$ cat src/hdl/touch_input_stuck_watchdog_unit_defines.svh
// Assertion macros shared by the touch input stuck watchdog RTL.
`ifndef TOUCH_INPUT_STUCK_WATCHDOG_UNIT_DEFINES_SVH
`define TOUCH_INPUT_STUCK_WATCHDOG_UNIT_DEFINES_SVH

// Same-cycle implication, checked outside reset.
`define TISW_ASSERT_NOW(label, clk, rst_n, ante, cons) \
    label: assert property (@(posedge clk) disable iff (!rst_n) (ante) |-> (cons)) \
        else $error("tisw same-cycle check failed");

// Next-cycle implication, checked outside reset.
`define TISW_ASSERT_NEXT(label, clk, rst_n, ante, cons) \
    label: assert property (@(posedge clk) disable iff (!rst_n) (ante) |=> (cons)) \
        else $error("tisw next-cycle check failed");

`endif

$ cat src/hdl/tisw_pkg.sv
// Shared types and constants for the touch input stuck watchdog.
package tisw_pkg;

    localparam int SENSOR_COUNT_DEF = 2;
    localparam int MS_W             = 24;
    localparam int ELAPSED_W        = 8;
    localparam int RETRY_W          = 4;
    localparam int COUNT_W          = RETRY_W + 1;
    localparam int CFG_DATA_W       = 32;
    localparam int CFG_ADDR_W       = 4;

    localparam logic [MS_W-1:0]    CHECK_INTERVAL_RST  = MS_W'(1000);
    localparam logic [MS_W-1:0]    STUCK_THRESHOLD_RST = MS_W'(60000);
    localparam logic [RETRY_W-1:0] MAX_RETRIES_RST     = RETRY_W'(3);

    typedef enum logic [1:0] {
        REG_ENABLE_MASK     = 2'd0,
        REG_CHECK_INTERVAL  = 2'd1,
        REG_STUCK_THRESHOLD = 2'd2,
        REG_MAX_RETRIES     = 2'd3
    } reg_idx_t;

    typedef struct packed {
        logic [MS_W-1:0]    check_interval;
        logic [MS_W-1:0]    stuck_threshold;
        logic [RETRY_W-1:0] max_retries;
    } cfg_t;

    typedef struct packed {
        logic en;
        logic check;
        logic advance;
    } lane_ctl_t;

    typedef struct packed {
        logic touched;
        logic changed;
        logic reinit;
        logic stuck;
        logic gave_up;
    } lane_res_t;

endpackage

$ cat src/hdl/tisw_cfg.sv
// Configuration register file with an APB-style slave port.
module tisw_cfg
    import tisw_pkg::*;
#(
    parameter int SENSOR_COUNT = SENSOR_COUNT_DEF
)
(
    input  logic                    clk,
    input  logic                    rst_n,
    input  logic                    psel,
    input  logic                    penable,
    input  logic                    pwrite,
    input  logic [CFG_ADDR_W-1:0]   paddr,
    input  logic [CFG_DATA_W-1:0]   pwdata,
    output logic [CFG_DATA_W-1:0]   prdata,
    output logic                    pready,
    output logic [SENSOR_COUNT-1:0] enable_mask,
    output cfg_t                    cfg
);

    logic [SENSOR_COUNT-1:0] enable_mask_reg;
    logic [MS_W-1:0]         check_interval_reg;
    logic [MS_W-1:0]         stuck_threshold_reg;
    logic [RETRY_W-1:0]      max_retries_reg;
    reg_idx_t                reg_idx;
    logic                    wr_en;

    assign pready  = 1'b1;
    assign reg_idx = reg_idx_t'(paddr[CFG_ADDR_W-1:2]);
    assign wr_en   = psel && penable && pwrite && pready;

    always_ff @(posedge clk or negedge rst_n)
    begin
        if (!rst_n)
        begin
            enable_mask_reg     <= '1;
            check_interval_reg  <= CHECK_INTERVAL_RST;
            stuck_threshold_reg <= STUCK_THRESHOLD_RST;
            max_retries_reg     <= MAX_RETRIES_RST;
        end
        else if (wr_en)
        begin
            case (reg_idx)
                REG_ENABLE_MASK:     enable_mask_reg     <= pwdata[SENSOR_COUNT-1:0];
                REG_CHECK_INTERVAL:  check_interval_reg  <= pwdata[MS_W-1:0];
                REG_STUCK_THRESHOLD: stuck_threshold_reg <= pwdata[MS_W-1:0];
                REG_MAX_RETRIES:     max_retries_reg     <= pwdata[RETRY_W-1:0];
                default:             ;
            endcase
        end
    end

    always_comb
    begin
        case (reg_idx)
            REG_ENABLE_MASK:     prdata = CFG_DATA_W'(enable_mask_reg);
            REG_CHECK_INTERVAL:  prdata = CFG_DATA_W'(check_interval_reg);
            REG_STUCK_THRESHOLD: prdata = CFG_DATA_W'(stuck_threshold_reg);
            REG_MAX_RETRIES:     prdata = CFG_DATA_W'(max_retries_reg);
            default:             prdata = '0;
        endcase
    end

    assign enable_mask         = enable_mask_reg;
    assign cfg.check_interval  = check_interval_reg;
    assign cfg.stuck_threshold = stuck_threshold_reg;
    assign cfg.max_retries     = max_retries_reg;

endmodule

$ cat src/hdl/tisw_lane.sv
// Per-sensor state and decision logic: activity, idle timer, retries, stuck flag.
module tisw_lane
    import tisw_pkg::*;
(
    input  logic                 clk,
    input  logic                 rst_n,
    input  lane_ctl_t            ctl,
    input  logic                 level,
    input  logic [ELAPSED_W-1:0] elapsed,
    input  cfg_t                 cfg,
    output lane_res_t            res
);

    // level_reg is both the previous level and the touched mirror: they only
    // ever change together.
    logic               level_reg;
    logic [MS_W-1:0]    idle_reg;
    logic [COUNT_W-1:0] retry_reg;
    logic               stuck_reg;

    logic               level_next;
    logic [MS_W-1:0]    idle_next;
    logic [COUNT_W-1:0] retry_next;
    logic               stuck_next;
    logic [MS_W:0]      idle_sum;
    logic               act;
    logic               reinit;
    logic               gave_up;

    always_comb
    begin
        idle_sum   = {1'b0, idle_reg} + (MS_W+1)'(elapsed);
        act        = ctl.en && (level != level_reg);
        level_next = ctl.en ? level : level_reg;
        idle_next  = act ? '0 : (idle_sum[MS_W] ? '1 : idle_sum[MS_W-1:0]);
        retry_next = act ? '0 : retry_reg;
        stuck_next = act ? 1'b0 : stuck_reg;
        reinit     = 1'b0;
        gave_up    = 1'b0;
        if (ctl.check && ctl.en && (idle_next > cfg.stuck_threshold))
        begin
            if (retry_next < COUNT_W'(cfg.max_retries))
            begin
                stuck_next = 1'b1;
                reinit     = 1'b1;
                idle_next  = '0;
                retry_next = retry_next + COUNT_W'(1);
            end
            else if (retry_next == COUNT_W'(cfg.max_retries))
            begin
                // one step past the limit, so the give-up pulse does not repeat until activity
                gave_up    = 1'b1;
                retry_next = retry_next + COUNT_W'(1);
            end
        end
    end

    always_ff @(posedge clk or negedge rst_n)
    begin
        if (!rst_n)
        begin
            level_reg <= 1'b0;
            idle_reg  <= '0;
            retry_reg <= '0;
            stuck_reg <= 1'b0;
        end
        else if (ctl.advance)
        begin
            level_reg <= level_next;
            idle_reg  <= idle_next;
            retry_reg <= retry_next;
            stuck_reg <= stuck_next;
        end
    end

    assign res.touched = level_next;
    assign res.changed = act;
    assign res.reinit  = reinit;
    assign res.stuck   = stuck_next;
    assign res.gave_up = gave_up;

endmodule

$ cat src/hdl/touch_input_stuck_watchdog_unit.sv
// Top level of the touch input stuck watchdog: input beat register, check timer, lanes, result.
// An accepted poll beat passes through the input beat register, then the result register, to the master side.
// Throughput: one poll beat per cycle; the input register and the result register
// both advance together whenever the result register is empty or being drained.
// Reset (rst_n, async, active low): timers, retries, flags and mirrors clear;
// registers return to enable all, interval 1000, threshold 60000, retries 3.
`include "touch_input_stuck_watchdog_unit_defines.svh"

module touch_input_stuck_watchdog_unit
    import tisw_pkg::*;
#(
    parameter int SENSOR_COUNT = SENSOR_COUNT_DEF,
    localparam int IN_TDATA_W  = ((SENSOR_COUNT + ELAPSED_W + 7) / 8) * 8,
    localparam int RES_W       = 5 * SENSOR_COUNT,
    localparam int OUT_TDATA_W = ((RES_W + 7) / 8) * 8
)
(
    input  logic                   clk,
    input  logic                   rst_n,
    // APB-style configuration port
    input  logic                   psel,
    input  logic                   penable,
    input  logic                   pwrite,
    input  logic [CFG_ADDR_W-1:0]  paddr,
    input  logic [CFG_DATA_W-1:0]  pwdata,
    output logic [CFG_DATA_W-1:0]  prdata,
    output logic                   pready,
    // poll beats in
    input  logic                   s_tvalid,
    output logic                   s_tready,
    input  logic [IN_TDATA_W-1:0]  s_tdata,  // levels, elapsed_ms, zero pad
    // result beats out
    output logic                   m_tvalid,
    input  logic                   m_tready,
    output logic [OUT_TDATA_W-1:0] m_tdata   // touched, changed, reinit_request,
                                             // stuck, gave_up, zero pad
);

    logic [SENSOR_COUNT-1:0] enable_mask;
    cfg_t                    cfg;

    // input beat register
    logic                    in_valid_reg;
    logic [SENSOR_COUNT-1:0] levels_reg;
    logic [ELAPSED_W-1:0]    elapsed_reg;

    // health check timer
    logic [MS_W-1:0]         check_reg;
    logic [MS_W-1:0]         check_next;
    logic [MS_W:0]           check_sum;
    logic [MS_W-1:0]         check_sat;
    logic                    check_now;

    // result register
    logic                    out_valid_reg;
    logic [RES_W-1:0]        result_reg;
    logic [RES_W-1:0]        result_next;

    logic                    advance;
    logic [SENSOR_COUNT-1:0] touched_v;
    logic [SENSOR_COUNT-1:0] changed_v;
    logic [SENSOR_COUNT-1:0] reinit_v;
    logic [SENSOR_COUNT-1:0] stuck_v;
    logic [SENSOR_COUNT-1:0] gave_up_v;

    tisw_cfg #(
        .SENSOR_COUNT (SENSOR_COUNT)
    ) u_cfg (
        .clk         (clk),
        .rst_n       (rst_n),
        .psel        (psel),
        .penable     (penable),
        .pwrite      (pwrite),
        .paddr       (paddr),
        .pwdata      (pwdata),
        .prdata      (prdata),
        .pready      (pready),
        .enable_mask (enable_mask),
        .cfg         (cfg)
    );

    // A held beat is processed when the result register is free or drains this
    // cycle; the input register refills in the same cycle.
    assign advance  = in_valid_reg && (!out_valid_reg || m_tready);
    assign s_tready = !in_valid_reg || advance;

    always_ff @(posedge clk or negedge rst_n)
    begin
        if (!rst_n)
        begin
            in_valid_reg <= 1'b0;
        end
        else if (s_tready)
        begin
            in_valid_reg <= s_tvalid;
        end
    end

    always_ff @(posedge clk)
    begin
        if (s_tready && s_tvalid)
        begin
            levels_reg  <= s_tdata[SENSOR_COUNT-1:0];
            elapsed_reg <= s_tdata[SENSOR_COUNT +: ELAPSED_W];
        end
    end

    // Check timer saturates, then clears once it reaches the interval
    // (a zero interval therefore checks on every poll).
    always_comb
    begin
        check_sum  = {1'b0, check_reg} + (MS_W+1)'(elapsed_reg);
        check_sat  = check_sum[MS_W] ? '1 : check_sum[MS_W-1:0];
        check_now  = (check_sat >= cfg.check_interval);
        check_next = check_now ? '0 : check_sat;
    end

    always_ff @(posedge clk or negedge rst_n)
    begin
        if (!rst_n)
        begin
            check_reg <= '0;
        end
        else if (advance)
        begin
            check_reg <= check_next;
        end
    end

    for (genvar i = 0; i < SENSOR_COUNT; i++)
    begin : g_lane
        lane_ctl_t ctl;
        lane_res_t res;

        assign ctl.en      = enable_mask[i];
        assign ctl.check   = check_now;
        assign ctl.advance = advance;

        tisw_lane u_lane (
            .clk     (clk),
            .rst_n   (rst_n),
            .ctl     (ctl),
            .level   (levels_reg[i]),
            .elapsed (elapsed_reg),
            .cfg     (cfg),
            .res     (res)
        );

        assign touched_v[i] = res.touched;
        assign changed_v[i] = res.changed;
        assign reinit_v[i]  = res.reinit;
        assign stuck_v[i]   = res.stuck;
        assign gave_up_v[i] = res.gave_up;
    end

    assign result_next = {gave_up_v, stuck_v, reinit_v, changed_v, touched_v};

    always_ff @(posedge clk or negedge rst_n)
    begin
        if (!rst_n)
        begin
            out_valid_reg <= 1'b0;
        end
        else if (advance)
        begin
            out_valid_reg <= 1'b1;
        end
        else if (m_tready)
        begin
            out_valid_reg <= 1'b0;
        end
    end

    always_ff @(posedge clk)
    begin
        if (advance)
        begin
            result_reg <= result_next;
        end
    end

    assign m_tvalid = out_valid_reg;
    assign m_tdata  = OUT_TDATA_W'(result_reg);

    // A processed beat always lands in the result register.
    `TISW_ASSERT_NEXT(a_advance_fills_out, clk, rst_n, advance, out_valid_reg)
    // A held beat that cannot move stays held.
    `TISW_ASSERT_NEXT(a_in_held, clk, rst_n, in_valid_reg && !advance, in_valid_reg)
    // A reinit pulse always comes with the stuck flag set.
    `TISW_ASSERT_NOW(a_reinit_sets_stuck, clk, rst_n, out_valid_reg,
        (result_reg[2*SENSOR_COUNT +: SENSOR_COUNT] &
         ~result_reg[3*SENSOR_COUNT +: SENSOR_COUNT]) == '0)
    // Reinit and give-up never fire for the same sensor in one poll.
    `TISW_ASSERT_NOW(a_reinit_xor_gave_up, clk, rst_n, out_valid_reg,
        (result_reg[2*SENSOR_COUNT +: SENSOR_COUNT] &
         result_reg[4*SENSOR_COUNT +: SENSOR_COUNT]) == '0)

endmodule

$ cat config.mk
export PLATFORM = sky130hd
export DESIGN_NAME = touch_input_stuck_watchdog_unit
export DESIGN_NICKNAME = d
export VERILOG_FILES = /design/src/hdl/tisw_pkg.sv /design/src/hdl/tisw_cfg.sv /design/src/hdl/tisw_lane.sv /design/src/hdl/touch_input_stuck_watchdog_unit.sv
export VERILOG_INCLUDE_DIRS = /design/src /design/src/hdl
export SDC_FILE = /design/constraint.sdc
export NUM_CORES = 1
export LEC_CHECK = 0
export BUFFER_PORTS_ARGS = -buffer_cell sky130_fd_sc_hd__buf_2
export CAP_MARGIN = 20
export CORE_UTILIZATION = 29
export CTS_CLUSTER_SIZE = 30
export DETAILED_ROUTE_END_ITERATION = 8
export GPL_TIMING_DRIVEN = 0
export RECOVER_POWER = 50
export SYNTH_ARGS = -nofsm -noshare
export SYNTH_HDL_FRONTEND = slang
export SYNTH_HIERARCHICAL = 1
export SYNTH_SLANG_ARGS = --single-unit
$ cat constraint.sdc
create_clock -name clk -period 4.4 [get_ports clk]
set_clock_uncertainty 0.2 [all_clocks]
set_input_delay 0.66 -clock clk [delete_from_list [all_inputs] [get_ports clk]]
set_output_delay 0.66 -clock clk [all_outputs]
set_load 0.005 [all_outputs]
==> results by stage <==
Outcome:
- The run finished, with violations left.
- The final reports fail on capacitance limit, slew limit, setup timing.

Placed design:
- Summing all placed instances gives a cell area of 13200 µm².
- During placement, the flow inserted port buffers numbering 76.
- Prior to clock tree synthesis, the placed netlist has a worst setup slack of -1.27 ns.
- Routability-driven placement finished with a final weighted congestion of 0.920.
- The HPWL after detailed placement is 27100 µm.
- The number of instances in the placed design is 1897.

Pwr:
- The net switching share of the total power is 42.8%.
- The fraction of power consumed by the clock network is 19.0%.
- The cell internal power dissipation is 4470 µW.
- For this design the static power due to leakage is 0.00665 µW.
- Combinational cells account for 52.1% of the total power.
- The total power divided by cell area is 519 nW/µm².
- The worst-case vdd ir drop is 0.000301 V.
- In this run the power spent charging and discharging nets is 3340 µW.
- The relative contribution of sequential cells to total power is 28.8%.

Clock network:
- The level count of the clock H-tree is 4.
- TritonCTS built the clock tree.
- Clock-pin slew was measured on the worst setup and hold paths at 0.06 ns.
- The cell chosen for the clock root is sky130_fd_sc_hd__clkbuf_16.
- The TritonCTS buffer count is 17.
- The clock drives 162 sinks.
- The longest clock path from root to sink contains 2 buffers.
- The clock insertion delay at the later pin of the skew report is 0.45 ns.

Detailed routing:
- The count of routing violations after the opening detailed-route iteration is 794.
- Dividing the detail-routed via count by the number of cells gives 5.30.
- The pre-antenna-repair detailed-routing pass consisted of 6 iterations.
- The final routed wirelength across all metal layers is 37600 µm.
- The average routed wire per standard cell is 18.9 µm.
- The number of antenna-violating nets in the routed design is 0.
- For this run, design rule violations remaining after detail routing come to 0.
- The number of vias in the routed layout is 10500.

GRT:
- The via count of the first global-routing pass is 10300.
- The global-route wire length before repair is 56800 µm.
- The global-route usage over all layers is 17.6%.
- Entering global routing, the biggest net connects 87 pins.
- After global routing the overflow that remains totals 0.
- The number of antenna violations at the first check in global routing is 0.

Yosys:
- In this run the mean area of a mapped cell was 9.41 µm².
- The sequential cell area fraction in the yosys report is 34.8%.
- The number of enable flip-flop cells after synthesis is 20.
- During synthesis, Yosys emitted a total of 6 warnings.
- The number of instances in the synthesized netlist is 1276.
- After synthesis, the netlist uses 97 different library cells.
- Summing every instance area after synthesis gives 12000 µm².
- The synthesized design contains 162 register bits.
- The fraction of registers with async set or reset after synthesis is 87.7%.
- In the synthesized netlist the dominant register cell turns out to be sky130_fd_sc_hd__dfrtp_1.

Timing:
- The worst slew slack as a fraction of its limit is -120%.
- Setup repair after global routing could not meet its margin everywhere.
- The tightest hold path in the finished design has a slack of 0.192 ns.
- The minimum clock period is 4.71 ns.
- Setup violations remaining at the end of the flow were counted as 75.
- The final number of hold-violating endpoints is 0.
- The final number of max-transition violations is 58.
- Of the available clock period, the critical path in the final layout requires 107%.
- In the post-route analysis, the smallest setup slack over all paths is -0.314 ns.
- The slew at the pin closest to its max-slew limit is 3.29 ns.
- The upper clock frequency limit is 0.212 GHz.

Worst setup path:
- The worst setup path is of the reg2reg kind.
- Walking the worst path, the cells encountered are ha_4, fa_2, a211oi_4, o211ai_1, buf_4, nand4_1, xor2_1, nand2_1, ha_1, buf_4, o21ai_0, o21ai_0, o2111ai_1, nand3_4, nand2_2, a211o_1, or2_4, buf_8, a31o_1.
- The library cell contributing the largest single delay on the critical path is sky130_fd_sc_hd__edfxtp_1.
- The cell count along the critical path is 19.
- At the worst endpoint, the arrival time is 4.84 ns.
- For this run, the slowest stage of the critical path takes 0.51 ns.
- The critical path buffer and inverter count is 3.
- The family with the most delay on the worst path is compound AO/OA/AOI/OAI gates.
- The peak fanout along the critical path is 7.
- The category of the worst setup path capture point is a flop.
- The sort of element at the start of the critical path is a flop.
- The required arrival time at the worst endpoint is 4.53 ns.
- The logic depth of the worst register-to-register path is 19.

Floorplanning:
- After floorplanning, the core was divided into 74 placement rows.
- The initial cell density of the core is 29.4%.
- The floorplan step defined a die boundary enclosing 42200 µm².
- The boundary pin count is 110.
- The floorplan step set the die height to 206 µm.
- The width of the chip is 206 µm.
- The core footprint is 40800 µm².

Cells and area:
- The share of post-route cells with drive strength above 1 is 30.4%.
- The count of cells in the finished layout, fillers not included, comes to 1985.
- The flip-flop count of the largest register, all copies and words added is 48.
- The number of nets in the final layout is 1608.
- Compared with the post-synthesis result, the final layout area differs by 25.3%.
- Leaving out fill and tap cells, the most frequent cells in the layout are 125 x sky130_fd_sc_hd__dfrtp_1, 109 x sky130_fd_sc_hd__inv_1, 99 x sky130_fd_sc_hd__a21oi_1, 95 x sky130_fd_sc_hd__ha_1, 94 x sky130_fd_sc_hd__nand2_1.
- Once layout is complete, the utilization of the core stands at 36.9%.
- Leaving out fill and tap cells, the most frequent cell in the layout is sky130_fd_sc_hd__dfrtp_1.
- The repair_antennas step left the layout with diodes totalling 0.
- The final instance area is 15100 µm².

Worst hold path:
- Counting instances, the worst hold path has a depth of 1.
- The path class of the tightest hold or removal check is in2reg.

Flow run:
- The max capacitance violation total is 1.
==> synthesized netlist by cell type (5+ instances only) <==
cell,instances,area [µm²]
sky130_fd_sc_hd__dfrtp_1,125,3130
sky130_fd_sc_hd__a21oi_1,115,576
sky130_fd_sc_hd__inv_1,109,409
sky130_fd_sc_hd__ha_1,106,1330
sky130_fd_sc_hd__nand2_1,100,375
sky130_fd_sc_hd__nor2_1,60,225
sky130_fd_sc_hd__mux2_2,39,439
sky130_fd_sc_hd__a22o_1,35,307
sky130_fd_sc_hd__nor3_1,32,160
sky130_fd_sc_hd__nand3_1,29,145
sky130_fd_sc_hd__buf_4,28,210
sky130_fd_sc_hd__xnor2_1,28,245
sky130_fd_sc_hd__nand4_1,27,169
sky130_fd_sc_hd__o21ai_0,26,130
sky130_fd_sc_hd__clkbuf_1,25,93.8
sky130_fd_sc_hd__buf_2,22,110
sky130_fd_sc_hd__a211oi_1,21,158
sky130_fd_sc_hd__a21o_1,20,150
sky130_fd_sc_hd__edfxtp_1,20,601
sky130_fd_sc_hd__mux2_4,20,300
sky130_fd_sc_hd__dfstp_2,17,447
sky130_fd_sc_hd__xor2_1,16,140
sky130_fd_sc_hd__and4_1,15,131
sky130_fd_sc_hd__nor2b_1,14,87.6
sky130_fd_sc_hd__o21ai_1,14,70.1
sky130_fd_sc_hd__a31oi_1,12,75.1
sky130_fd_sc_hd__o21a_1,12,90.1
sky130_fd_sc_hd__o22ai_1,12,75.1
sky130_fd_sc_hd__and3_1,11,68.8
sky130_fd_sc_hd__o211ai_1,11,82.6
sky130_fd_sc_hd__a31o_1,10,87.6
sky130_fd_sc_hd__and2_1,9,56.3
sky130_fd_sc_hd__a211o_1,7,61.3
sky130_fd_sc_hd__a21oi_2,7,61.3
sky130_fd_sc_hd__a311oi_1,7,61.3
sky130_fd_sc_hd__nand2b_1,7,43.8
sky130_fd_sc_hd__buf_6,6,67.6
sky130_fd_sc_hd__nor3b_1,5,37.5
sky130_fd_sc_hd__nor4_1,5,31.3
==> cells by family (layout without fill, tap and decap cells) <==
| kind of cell | after synthesis | after routing | share of synthesized area, % |
|---|---|---|---|
| AOI/OAI and AO/OA | 359 | 359 | 20.8 |
| other | 3 | 15 | 0.0937 |
| DFF | 162 | 162 | 34.8 |
| adders and majority gates | 109 | 109 | 11.5 |
| xor gates and xnor gates | 44 | 44 | 3.21 |
| muxes | 64 | 64 | 6.84 |
| and+or+nand+nor | 339 | 339 | 14.9 |
| buffers and inverters | 196 | 361 | 7.90 |
==> through the flow <==
| step | power (µW) | TNS (ns) |
|---|---|---|
| after floorplan | 4770 | 0 |
| after global placement | 5600 | -75.72 |
| after detailed placement | 5690 | -85.64 |
| after CTS | 7530 | -16.98 |
| after global routing | 8360 | -53.32 |
| final | 7820 | -17.13 |
==> final cells by class <==
cell class / instances / area [µm²]
flip-flops and latches: 162 / 4180
well taps: 532 / 666
repair inverters: 1 / 16.3
clock inverters: 13 / 125
plain buffers: 76 / 533
fillers: 4038 / 25800
clock buffers: 19 / 443
repair buffers: 140 / 940
multi-input cells: 930 / 7730
inverters: 112 / 428
==> worst register-to-register path, delay by kind of cell, from the launching register on <==
family | cells | cell delay, ns
xor+xnor | 1 | 0.15
flops | 1 | 0.51
fa+ha+maj | 3 | 0.89
buf+inv | 3 | 0.49
compound gates | 7 | 1.61
simple gates | 5 | 0.78
==> final timing paths <==
check | startpoint | to | slack (ns)
max in group asynchronous | rst_n | check_reg[4] | 0.34
hold reg to reg | check_reg[3] | check_reg[3] | 0.30
setup / recovery | elapsed_reg[0] | g_lane[1].u_lane/idle_reg[7] | -0.31
min in group asynchronous | rst_n | g_lane[0].u_lane/retry_reg[2] | 1.11
hold / removal | s_tdata[8] | elapsed_reg[6] | 0.19
setup reg to reg | elapsed_reg[0] | g_lane[1].u_lane/idle_reg[7] | -0.31
==> power groups by stage <==
stage	sequential, µW	combinational, µW	clock (µW)
floorplan	2120	2640	0
detailed placement	2260	3430	0
global route	2300	4510	1560
finish	2250	4070	1490
CTS	2240	3780	1510
global placement	2250	3350	0
==> metal layers <==
metal	wire length, µm	GRT usage (%)	vias to the layer above
met1	16400	22.7	5185
met2	18100	28.9	315
met4	1360	8.33	0
met3	1750	2.41	63
met5	0	0	-
li1	-	-	4948
==> timing repair <==
item / in CTS / in global routing
hold endpoints to repair: 0 / 0
setup endpoints to repair: 90 / 84
gates cloned: 3 / 0
hold buffers: 0 / 0
gates resized for setup: 98 / 97
buffers inserted: 34 / 27
pin swaps: 49 / 49
Power figures use the tool's default switching activity.
